**src/spstep_pkg.sv**
```systemverilog
// shared types and constants for the preset position stepper core
// no dependencies
package spstep_pkg;

  // width of every configuration register
  localparam int REG_BITS = 17;
  localparam int REG_INDEX_BITS = 2;

  // parameter defaults
  localparam int PRESET_COUNT_DEFAULT = 3;
  localparam int POSITION_BITS_DEFAULT = 17;

  // reset values of the configuration registers
  localparam logic [REG_BITS-1:0] MAX_POSITION_RESET = REG_BITS'(65000);
  localparam logic [REG_BITS-1:0] PRESET_ZERO_RESET  = REG_BITS'(0);
  localparam logic [REG_BITS-1:0] PRESET_ONE_RESET   = REG_BITS'(32500);
  localparam logic [REG_BITS-1:0] PRESET_TWO_RESET   = REG_BITS'(65000);

  // configuration register indexes
  typedef enum logic [REG_INDEX_BITS-1:0] {
    REG_MAX_POSITION = 2'd0,
    REG_PRESET_ZERO  = 2'd1,
    REG_PRESET_ONE   = 2'd2,
    REG_PRESET_TWO   = 2'd3
  } reg_index_t;

  // command word kinds
  typedef enum logic [1:0] {
    KIND_TICK  = 2'd0,
    KIND_GOTO  = 2'd1,
    KIND_LIMIT = 2'd2,
    KIND_ZERO  = 2'd3
  } kind_t;

  // fault codes
  typedef enum logic [1:0] {
    FAULT_NONE  = 2'd0,
    FAULT_COUNT = 2'd1,
    FAULT_LIMIT = 2'd2,
    FAULT_RSVD  = 2'd3
  } fault_t;

  // preset indexes
  localparam logic [1:0] PRESET_IDX_ZERO = 2'd0;
  localparam logic [1:0] PRESET_IDX_ONE  = 2'd1;

endpackage

```
**src/stepper_preset_position_stepper_core.sv**
```systemverilog
// preset position stepper core: step pulse generator with goto, limit and zero commands
// depends on spstep_pkg
//
//  channel   signals                          direction  role
//  cmd       cmd_valid cmd_stall kind          in         one command word per accept
//            preset_index
//  res       res_valid res_stall step_level    out        one result word per command
//            dir_backward drive_enabled moving
//            position fault current_preset
//  cfg       cfg_valid cfg_ready cfg_index     in         register write, always ready
//            cfg_data
//
// each command word goes through combinational next-state logic: a compare and an up/down
// count on the state registers, computed between the command and the state flops.
// the state registers are the result register; its word is shown from the cycle
// after the accept. a new command is taken every cycle while results drain.
// cmd_stall is high only while a result is held and res_stall is high.
// rst (synchronous) restores the reset state and register values, res_valid low.
module stepper_preset_position_stepper_core
  import spstep_pkg::*;
#(
  parameter int PRESET_COUNT  = PRESET_COUNT_DEFAULT,
  parameter int POSITION_BITS = POSITION_BITS_DEFAULT
) (
  input  logic                      clk,
  input  logic                      rst,
  // command channel
  input  logic                      cmd_valid,
  output logic                      cmd_stall,
  input  logic [1:0]                kind,
  input  logic [1:0]                preset_index,
  // result channel
  output logic                      res_valid,
  input  logic                      res_stall,
  output logic                      step_level,
  output logic                      dir_backward,
  output logic                      drive_enabled,
  output logic                      moving,
  output logic [POSITION_BITS-1:0]  position,
  output logic [1:0]                fault,
  output logic [1:0]                current_preset,
  // configuration channel
  input  logic                      cfg_valid,
  output logic                      cfg_ready,
  input  logic [REG_INDEX_BITS-1:0] cfg_index,
  input  logic [REG_BITS-1:0]       cfg_data
);

  localparam logic [POSITION_BITS-1:0] POS_ALL_ONES = {POSITION_BITS{1'b1}};

  // configuration registers
  logic [REG_BITS-1:0] max_position;
  logic [REG_BITS-1:0] preset_zero;
  logic [REG_BITS-1:0] preset_one;
  logic [REG_BITS-1:0] preset_two;

  // motion state, also the result word
  logic [POSITION_BITS-1:0] step_position, step_position_next;
  logic [POSITION_BITS-1:0] goal_position, goal_position_next;
  logic                     going_backward, going_backward_next;
  logic                     pulse_level, pulse_level_next;
  logic                     running, running_next;
  logic                     driver_on, driver_on_next;
  fault_t                   fault_code, fault_code_next;
  logic [1:0]               chosen_preset, chosen_preset_next;

  logic                     accept;
  logic [POSITION_BITS-1:0] limit;
  logic [REG_BITS-1:0]      preset_sel;
  logic [POSITION_BITS-1:0] goal;
  logic                     index_ok;
  kind_t                    cmd_kind;

  assign cfg_ready = 1'b1;

  // hold off commands only while the result is parked
  assign cmd_stall = res_valid & res_stall;
  assign accept    = cmd_valid & ~cmd_stall;
  assign cmd_kind  = kind_t'(kind);

  // registers reduced or widened to the position count width
  assign limit = POSITION_BITS'(max_position);

  always_comb begin
    unique case (preset_index)
      PRESET_IDX_ZERO: preset_sel = preset_zero;
      PRESET_IDX_ONE:  preset_sel = preset_one;
      default:         preset_sel = preset_two;
    endcase
  end

  assign goal     = POSITION_BITS'(preset_sel);
  assign index_ok = (32'(preset_index) < PRESET_COUNT);

  always_comb begin
    step_position_next  = step_position;
    goal_position_next  = goal_position;
    going_backward_next = going_backward;
    pulse_level_next    = pulse_level;
    running_next        = running;
    driver_on_next      = driver_on;
    fault_code_next     = fault_code;
    chosen_preset_next  = chosen_preset;
    unique case (cmd_kind)
      KIND_TICK: begin
        if (running) begin
          if (!pulse_level) begin
            // rising step: count one, or trip if it would leave the travel range
            if (!going_backward) begin
              if ((step_position >= limit) || (step_position == POS_ALL_ONES)) begin
                fault_code_next = FAULT_COUNT;
                running_next    = 1'b0;
              end else begin
                step_position_next = step_position + 1'b1;
                pulse_level_next   = 1'b1;
              end
            end else begin
              if (step_position == '0) begin
                fault_code_next = FAULT_COUNT;
                running_next    = 1'b0;
              end else begin
                step_position_next = step_position - 1'b1;
                pulse_level_next   = 1'b1;
              end
            end
          end else begin
            // falling step: stop once the goal is reached
            pulse_level_next = 1'b0;
            if (step_position == goal_position) begin
              running_next = 1'b0;
            end
          end
        end
      end
      KIND_GOTO: begin
        if (index_ok) begin
          if (goal != step_position) begin
            going_backward_next = (goal < step_position);
            goal_position_next  = goal;
            driver_on_next      = 1'b1;
            running_next        = 1'b1;
          end
          chosen_preset_next = preset_index;
        end
      end
      KIND_LIMIT: begin
        running_next    = 1'b0;
        driver_on_next  = 1'b0;
        fault_code_next = FAULT_LIMIT;
      end
      KIND_ZERO: begin
        // pin level, direction and driver enable are kept
        step_position_next = '0;
        fault_code_next    = FAULT_NONE;
        running_next       = 1'b0;
      end
      default: ;
    endcase
  end

  // configuration writes
  always_ff @(posedge clk) begin
    if (rst) begin
      max_position <= MAX_POSITION_RESET;
      preset_zero  <= PRESET_ZERO_RESET;
      preset_one   <= PRESET_ONE_RESET;
      preset_two   <= PRESET_TWO_RESET;
    end else if (cfg_valid && cfg_ready) begin
      unique case (reg_index_t'(cfg_index))
        REG_MAX_POSITION: max_position <= cfg_data;
        REG_PRESET_ZERO:  preset_zero  <= cfg_data;
        REG_PRESET_ONE:   preset_one   <= cfg_data;
        REG_PRESET_TWO:   preset_two   <= cfg_data;
        default: ;
      endcase
    end
  end

  // motion state and result valid
  always_ff @(posedge clk) begin
    if (rst) begin
      step_position  <= '0;
      goal_position  <= '0;
      going_backward <= 1'b0;
      pulse_level    <= 1'b0;
      running        <= 1'b0;
      driver_on      <= 1'b1;
      fault_code     <= FAULT_NONE;
      chosen_preset  <= PRESET_IDX_ZERO;
      res_valid      <= 1'b0;
    end else begin
      if (accept) begin
        step_position  <= step_position_next;
        goal_position  <= goal_position_next;
        going_backward <= going_backward_next;
        pulse_level    <= pulse_level_next;
        running        <= running_next;
        driver_on      <= driver_on_next;
        fault_code     <= fault_code_next;
        chosen_preset  <= chosen_preset_next;
        res_valid      <= 1'b1;
      end else if (!res_stall) begin
        res_valid <= 1'b0;
      end
    end
  end

  assign step_level     = pulse_level;
  assign dir_backward   = going_backward;
  assign drive_enabled  = driver_on;
  assign moving         = running;
  assign position       = step_position;
  assign fault          = fault_code;
  assign current_preset = chosen_preset;

endmodule
```
**config.mk**
```make
export PLATFORM = sky130hd
export DESIGN_NAME = stepper_preset_position_stepper_core
export DESIGN_NICKNAME = d
export VERILOG_FILES = /design/src/spstep_pkg.sv /design/src/stepper_preset_position_stepper_core.sv
export SDC_FILE = /design/constraint.sdc
export NUM_CORES = 1
export LEC_CHECK = 0
export ABC_AREA = 1
export BUFFER_PORTS_ARGS = -buffer_cell sky130_fd_sc_hd__buf_2
export CAP_MARGIN = 10
export CORE_MARGIN = 4
export CORE_UTILIZATION = 35
export CTS_CLUSTER_DIAMETER = 120
export DETAILED_ROUTE_END_ITERATION = 6
export GPL_TIMING_DRIVEN = 0
export PLACE_DENSITY = 0.54
export SLEW_MARGIN = 20
export SYNTH_ARGS = -nofsm -noshare
export SYNTH_HDL_FRONTEND = slang
export SYNTH_SLANG_ARGS = --single-unit
```
**constraint.sdc**
```tcl
create_clock -name clk -period 2.9 [get_ports clk]
set_input_delay 0.58 -clock clk [delete_from_list [all_inputs] [get_ports clk]]
set_output_delay 0.58 -clock clk [all_outputs]
set_load 0.05 [all_outputs]
```
Word-level counts from Yosys, hierarchy flattened
Index checks and enable logic that the tools add are counted.
{"block": "word_totals", "reg_bits": 111, "input_bits": 28, "output_inout_bits": 28, "word_cells": 86}
{"block": "classes", "addsub": 2, "n_lt_le_gt_ge": 3, "eq_ne": 19, "n_mux": 26, "bitwise": 3, "n_reduce_logical": 20}
{"op": "$mux W17", "n": 5}
{"op": "$pmux W17 S2", "n": 2}
{"op": "$add A17 B1 Y17 const B", "n": 1}
{"op": "$eq A17 B17 Y1", "n": 1}
{"op": "$eq A17 B17 Y1 const B", "n": 1}
{"op": "$ge A17 B17 Y1", "n": 1}
{"op": "$logic_not A17 Y1", "n": 1}
{"op": "$lt A17 B17 Y1", "n": 1}
{"op": "$ne A17 B17 Y1", "n": 1}
{"op": "$sub A17 B1 Y17 const B", "n": 1}
{"op": "$ne A3 B3 Y1 const B", "n": 4}
{"op": "$reduce_and A6 Y1", "n": 2}
{"op": "$mux W1", "n": 11}
{"op": "$mux W2", "n": 5}
{"op": "$reduce_and A3 Y1", "n": 3}
{"op": "$eq A2 B2 Y1 const B", "n": 4}
{"op": "$ne A2 B2 Y1 const B", "n": 4}
{"op": "$reduce_and A2 Y1", "n": 4}
{"op": "$reduce_and A4 Y1", "n": 2}
{"op": "$eq A2 B1 Y1 const B", "n": 3}
{"op": "$logic_not A2 Y1", "n": 3}
{"op": "$pmux W2 S3", "n": 1}
{"op": "$reduce_bool A2 Y1", "n": 2}
{"op": "$pmux W1 S3", "n": 1}
{"op": "other kinds (8)", "n": 9}

Longest topological paths before layout
{"block": "depth", "depth_word": 7, "ltp_mapped": 19, "depth_no_buf": 19}

Least setup slack after synthesis
No wires, ideal clock.
{"block": "synth_path", "kind": "in2reg", "start": "input port preset_index[0]", "end": "register goal_position[11]", "setup_time_ns": 0.116, "arrival_time_ns": 2.518, "required_time_ns": 2.784, "slack_ns": 0.266, "cell_stages": 15, "path_buffers": 2, "path_cell_list": "inv_1 -> nor2_1 -> inv_1 -> clkbuf_1 -> nor2_1 -> nor2_1 -> ha_1 -> nand2_1 -> nor4_1 -> nand2_1 -> nand2_2 -> clkinv_2 -> buf_6 -> nor2_1 -> nor2_1"}
{"block": "synth_between", "elab_chain_len": 4, "elab_cells_between_ends": 6, "cone_classes": "order compare: 1; eq/ne: 2; mux: 1; reduce/logical: 2"}
{"element": "from (decl)", "line": "stepper_preset_position_stepper_core.sv:31", "rtl": "input logic [1:0] preset_index,"}
{"element": "$eq A2 B1 Y1 or $logic_not A2 Y1 (tied branches)", "line": "stepper_preset_position_stepper_core.sv:85", "rtl": "unique case (preset_index)"}
{"element": "$pmux W17 S2 *", "line": "stepper_preset_position_stepper_core.sv:85"}
{"element": "named net goal[6]", "line": "stepper_preset_position_stepper_core.sv:70", "rtl": "logic [POSITION_BITS-1:0] goal;"}
{"element": "$ne A17 B17 Y1 *", "line": "stepper_preset_position_stepper_core.sv:137", "rtl": "if (goal != step_position) begin"}
{"element": "$reduce_and A4 Y1 (no line) *"}
{"element": "to (signal assigned)", "line": "stepper_preset_position_stepper_core.sv:194", "rtl": "goal_position <= goal_position_next;"}
{"element": "to (decl)", "line": "stepper_preset_position_stepper_core.sv:59", "rtl": "logic [POSITION_BITS-1:0] goal_position, goal_position_next;"}
Mark *: on every way through the listed nets, which the timed path passes. The rest lies on a longest branch.
A chain may end at the register's enable or synchronous reset.

Final worst setup path
{"block": "layout_path", "start": "input port preset_index[1]", "end": "register goal_position[13]"}
Same word-level chain as after synthesis.

==> impl_metrics.env <==
export IMPL_status="complete, no violations"
export IMPL_core_area_sq_um=17400
export IMPL_timing_final_crit_period_ns=2.68
export IMPL_synth_mux_area_share_pct=0
export IMPL_final_hold_viol_count=0
export IMPL_antenna_cells=0
export IMPL_worstPathArrival_ns=2.94
export IMPL_drtIter0Drc=331
export IMPL_ir_worst_vdd_uv=374
export IMPL_io_buffers=53
export IMPL_crit_slowest_cell="ha_1"
export IMPL_hpwl_microns=14800
export IMPL_gr_usage_all_layers_pct=19.4
export IMPL_grt_max_degree=22
export IMPL_setup_viol=0
export IMPL_max_cap_violations=0
export IMPL_dieArea_sq_um=20100
export IMPL_die_w_microns=142
export IMPL_relSlewSlack_pct=36.3
export IMPL_synth_flop_cell="dfxtp_1"
export IMPL_synth_cell_types=42
export IMPL_cp_num_buf_inv=5
export IMPL_cp_top_family="simple AND/OR/NAND/NOR gates"
export IMPL_synth_seq_cells=111
export IMPL_path_common_cell="nor2_1"
export IMPL_fmax_mhz=373
export IMPL_max_stage_delay_ns=0.33
export IMPL_maxSlewViolCount=0
export IMPL_crit_cells=15
export IMPL_wire_per_inst_microns=16.3
export IMPL_synth_top_family_by_area="simple AND/OR/NAND/NOR gates"
export IMPL_finClkSkew_ns=0.00941
export IMPL_syn_nets=956
export IMPL_end_kind="flip-flop"
export IMPL_start_kind="input port"
export IMPL_drc=0
export IMPL_area_delta_synth_final_pct=14.0
export IMPL_cellPowerDensity_nw_per_um2=470
export IMPL_critPathLaunch="preset_index[1]"
export IMPL_viasPerCell=5.01
export IMPL_synth_edf_count=0
export IMPL_critPathMaxFanout=10
export IMPL_gp_congestion=0.840
export IMPL_crit_end="goal_position[13]"
export IMPL_netlist_instances=878
export IMPL_grt_pass1_wl_microns=30700
export IMPL_hold_class="flip-flop to flip-flop"
export IMPL_h_tree_depth=3
export IMPL_r2r_slack_ns=0.46
export IMPL_r2r_cells=15
export IMPL_n_fill_cell=1886
export IMPL_crit_chain="buf_2 -> nor2_1 -> bufinv_8 -> buf_2 -> o22ai_1 -> a21oi_1 -> ha_1 -> nand2_1 -> nor4_2 -> nand2_1 -> nand2_4 -> clkinv_4 -> buf_6 -> nor2_1 -> nor2_1"
export IMPL_setup_tns_ns=0
export IMPL_cts_root_buf="clkbuf_16"
export IMPL_min_period_over_period_pct=92.5
export IMPL_nets=1019
export IMPL_synth_adder_area_share_pct=10.1
export IMPL_finish_utilization_pct=41.0
export IMPL_rows=48
export IMPL_clockBufferDepth=2
export IMPL_cts_tree="yes"
export IMPL_pin_count=56
export IMPL_post_cts_buffers=0
export IMPL_clk_pin_slew_worst_paths_ns=0.07
export IMPL_antenna_left=0
export IMPL_vias=5869
export IMPL_async_flop_share_pct=0
export IMPL_die_h_microns=142
export IMPL_layout_drive_gt1_share_pct=12.4
export IMPL_max_slew_worst_pin_slew_ns=0.949
export IMPL_synth_compound_area_share_pct=16.1
export IMPL_ys_warn_count=0
export IMPL_path_class="input port to flip-flop"
export IMPL_cts_sinks=111
export IMPL_synth_simple_area_share_pct=27.5
export IMPL_grt_pass1_vias=5653
export IMPL_power_leakage_nw=3.24
export IMPL_syn_area_per_cell_sq_um=7.14
export IMPL_first_pass_iters=4
export IMPL_numCtsBuffers=9
export IMPL_antenna_found_initial=0
export IMPL_seq_area_frac_synth_pct=35.4
export IMPL_regToRegEndpoint="position[14]"
export IMPL_start_util_pct=36.0
export IMPL_worstPathRequired_ns=3.15
export IMPL_synthXorXnorAreaFrac_pct=3.63
export IMPL_clock_latency_ns=0.36
export IMPL_crit_reg2reg_launch="position[6]"
export IMPL_totalWireLength_microns=19100
export IMPL_syn_area_sq_um=6270
export IMPL_grt_ovfl_total=0
cells in the mapped netlist (2+ instances only):
master	instances	area share (%)
inv_1	64	3.8
o21ai_0	52	4.1
buf_2	2	0.16
o21a_1	2	0.24
nor2_1	127	7.6
clkinv_1	5	0.30
o22ai_1	17	1.7
nor4_1	7	0.70
nand2_1	171	10
nand2_2	7	0.70
nand3b_1	11	1.3
a21o_1	2	0.24
o21ai_1	8	0.64
dfxtp_1	111	35
xnor2_1	12	1.7
nand2_4	4	0.72
ha_1	49	9.8
nand4_1	10	1.0
inv_2	9	0.54
a21oi_1	66	5.3
a211oi_1	2	0.24
xor2_1	14	2.0
clkbuf_1	24	1.4
buf_6	2	0.36
a21oi_2	10	1.4
nor3_1	11	0.88
nand3_1	52	4.1
o211ai_1	13	1.6
sequential cells by signal, indices dropped and copies added, names as in the netlist:
register	cells
dir_backward	1
preset_zero	17
drive_enabled	1
preset_two	17
current_preset	2
goal_position	17
moving	1
res_valid	1
limit	17
preset_one	17
position	17
step_level	1
fault	2
where the power goes:
group | leakage [nW] | switching, W | total [W] | internal [W]
Sequential | 0.908 | 0.0000420 | 0.00163 | 0.00159
Clock | 0.139 | 0.000604 | 0.00122 | 0.000613
Combinational | 2.19 | 0.000337 | 0.000506 | 0.000169
stage by stage:
| step | cells | instance area [sq um] | worst slack, ns | total power [W] | hold WS, ns |
|---|---|---|---|---|---|
| 6_report | 1171 | 7150 | 0.218 | 0.00336 | 0.449 |
| 5_1_grt | 1171 | 7150 | -0.0255 | 0.00352 | 0.466 |
| 4_1_cts | 1172 | 7120 | 0.0160 | 0.00339 | 0.453 |
| 3_5_place_dp | 1156 | 6820 | -0.581 | 0.00217 | 0.441 |
| 3_3_place_gp | 1156 | 6820 | -0.602 | 0.00217 | 0.437 |
| 2_1_floorplan | 878 | 6270 | 0.266 | 0.00200 | 0.429 |
worst min-delay path by stage:
stage | start | endpoint | slack, ns | cells after the start
after CTS | fault[0] | fault[0] | 0.45 | 2
after detailed placement | fault[0] | fault[0] | 0.44 | 2
after global routing | cmd_valid | res_valid | 0.47 | 3
after global placement | fault[0] | fault[0] | 0.44 | 2
after floorplan | preset_two[10] | preset_two[10] | 0.43 | 2
final | fault[0] | fault[0] | 0.45 | 2
area by class of cell:
| cell class | count | area (sq um) | share of cell area [%] |
|---|---|---|---|
| Inverter | 80 | 323 | 4.52 |
| Sequential cell | 111 | 2220 | 31.1 |
| Buffer | 30 | 150 | 2.10 |
| Tap cell | 225 | 282 | 3.94 |
| Clock buffer | 10 | 239 | 3.34 |
| Multi-Input combinational cell | 656 | 3620 | 50.7 |
| Clock inverter | 6 | 43.8 | 0.613 |
| Timing Repair Buffer | 53 | 265 | 3.71 |
routing by layer:
metal,global-route usage [%],wire length (microns),up-vias
met4,4.75,284,0
met1,26.9,9330,2716
met2,32.0,8900,88
met5,0,0,-
met3,2.43,592,15
li1,-,-,3050
cell usage in the layout, fill, tap and decap left out, types with 8 or more instances in the layout:
cell | Yosys | layout
a21oi_1 | 66 | 66
a21oi_2 | 10 | 10
buf_2 | 2 | 55
clkbuf_1 | 24 | 22
clkbuf_16 | 0 | 9
dfxtp_1 | 111 | 110
ha_1 | 49 | 49
inv_1 | 64 | 64
inv_2 | 9 | 9
nand2_1 | 171 | 171
nand3_1 | 52 | 52
nand3b_1 | 11 | 11
nand4_1 | 10 | 10
nor2_1 | 127 | 126
nor3_1 | 11 | 11
o211ai_1 | 13 | 13
o21ai_0 | 52 | 52
o21ai_1 | 8 | 8
o22ai_1 | 17 | 16
xnor2_1 | 12 | 12
xor2_1 | 14 | 14
worst register-to-register path, delay by kind of cell (launching register included):
kind / cells / cell delay [ns]
flops: 1 / 0.67
simple gates: 10 / 0.78
compound gates: 2 / 0.28
buf+inv: 2 / 0.27
fa+ha+maj: 1 / 0.36
kinds of logic (layout without fill, tap and decap cells):
family	count (synthesis)	in the layout
simple gates	402	402
compound gates	177	177
flops	111	111
buf+inv	111	179
fa+ha+maj	50	50
xor+xnor	26	26
other cells	1	1
what timing repair did:
action	CTS	global route
hold buffers	0	0
setup endpoints to repair	19	22
gates resized for setup	7	6
No activity file was read; power rests on OpenSTA's default activity.
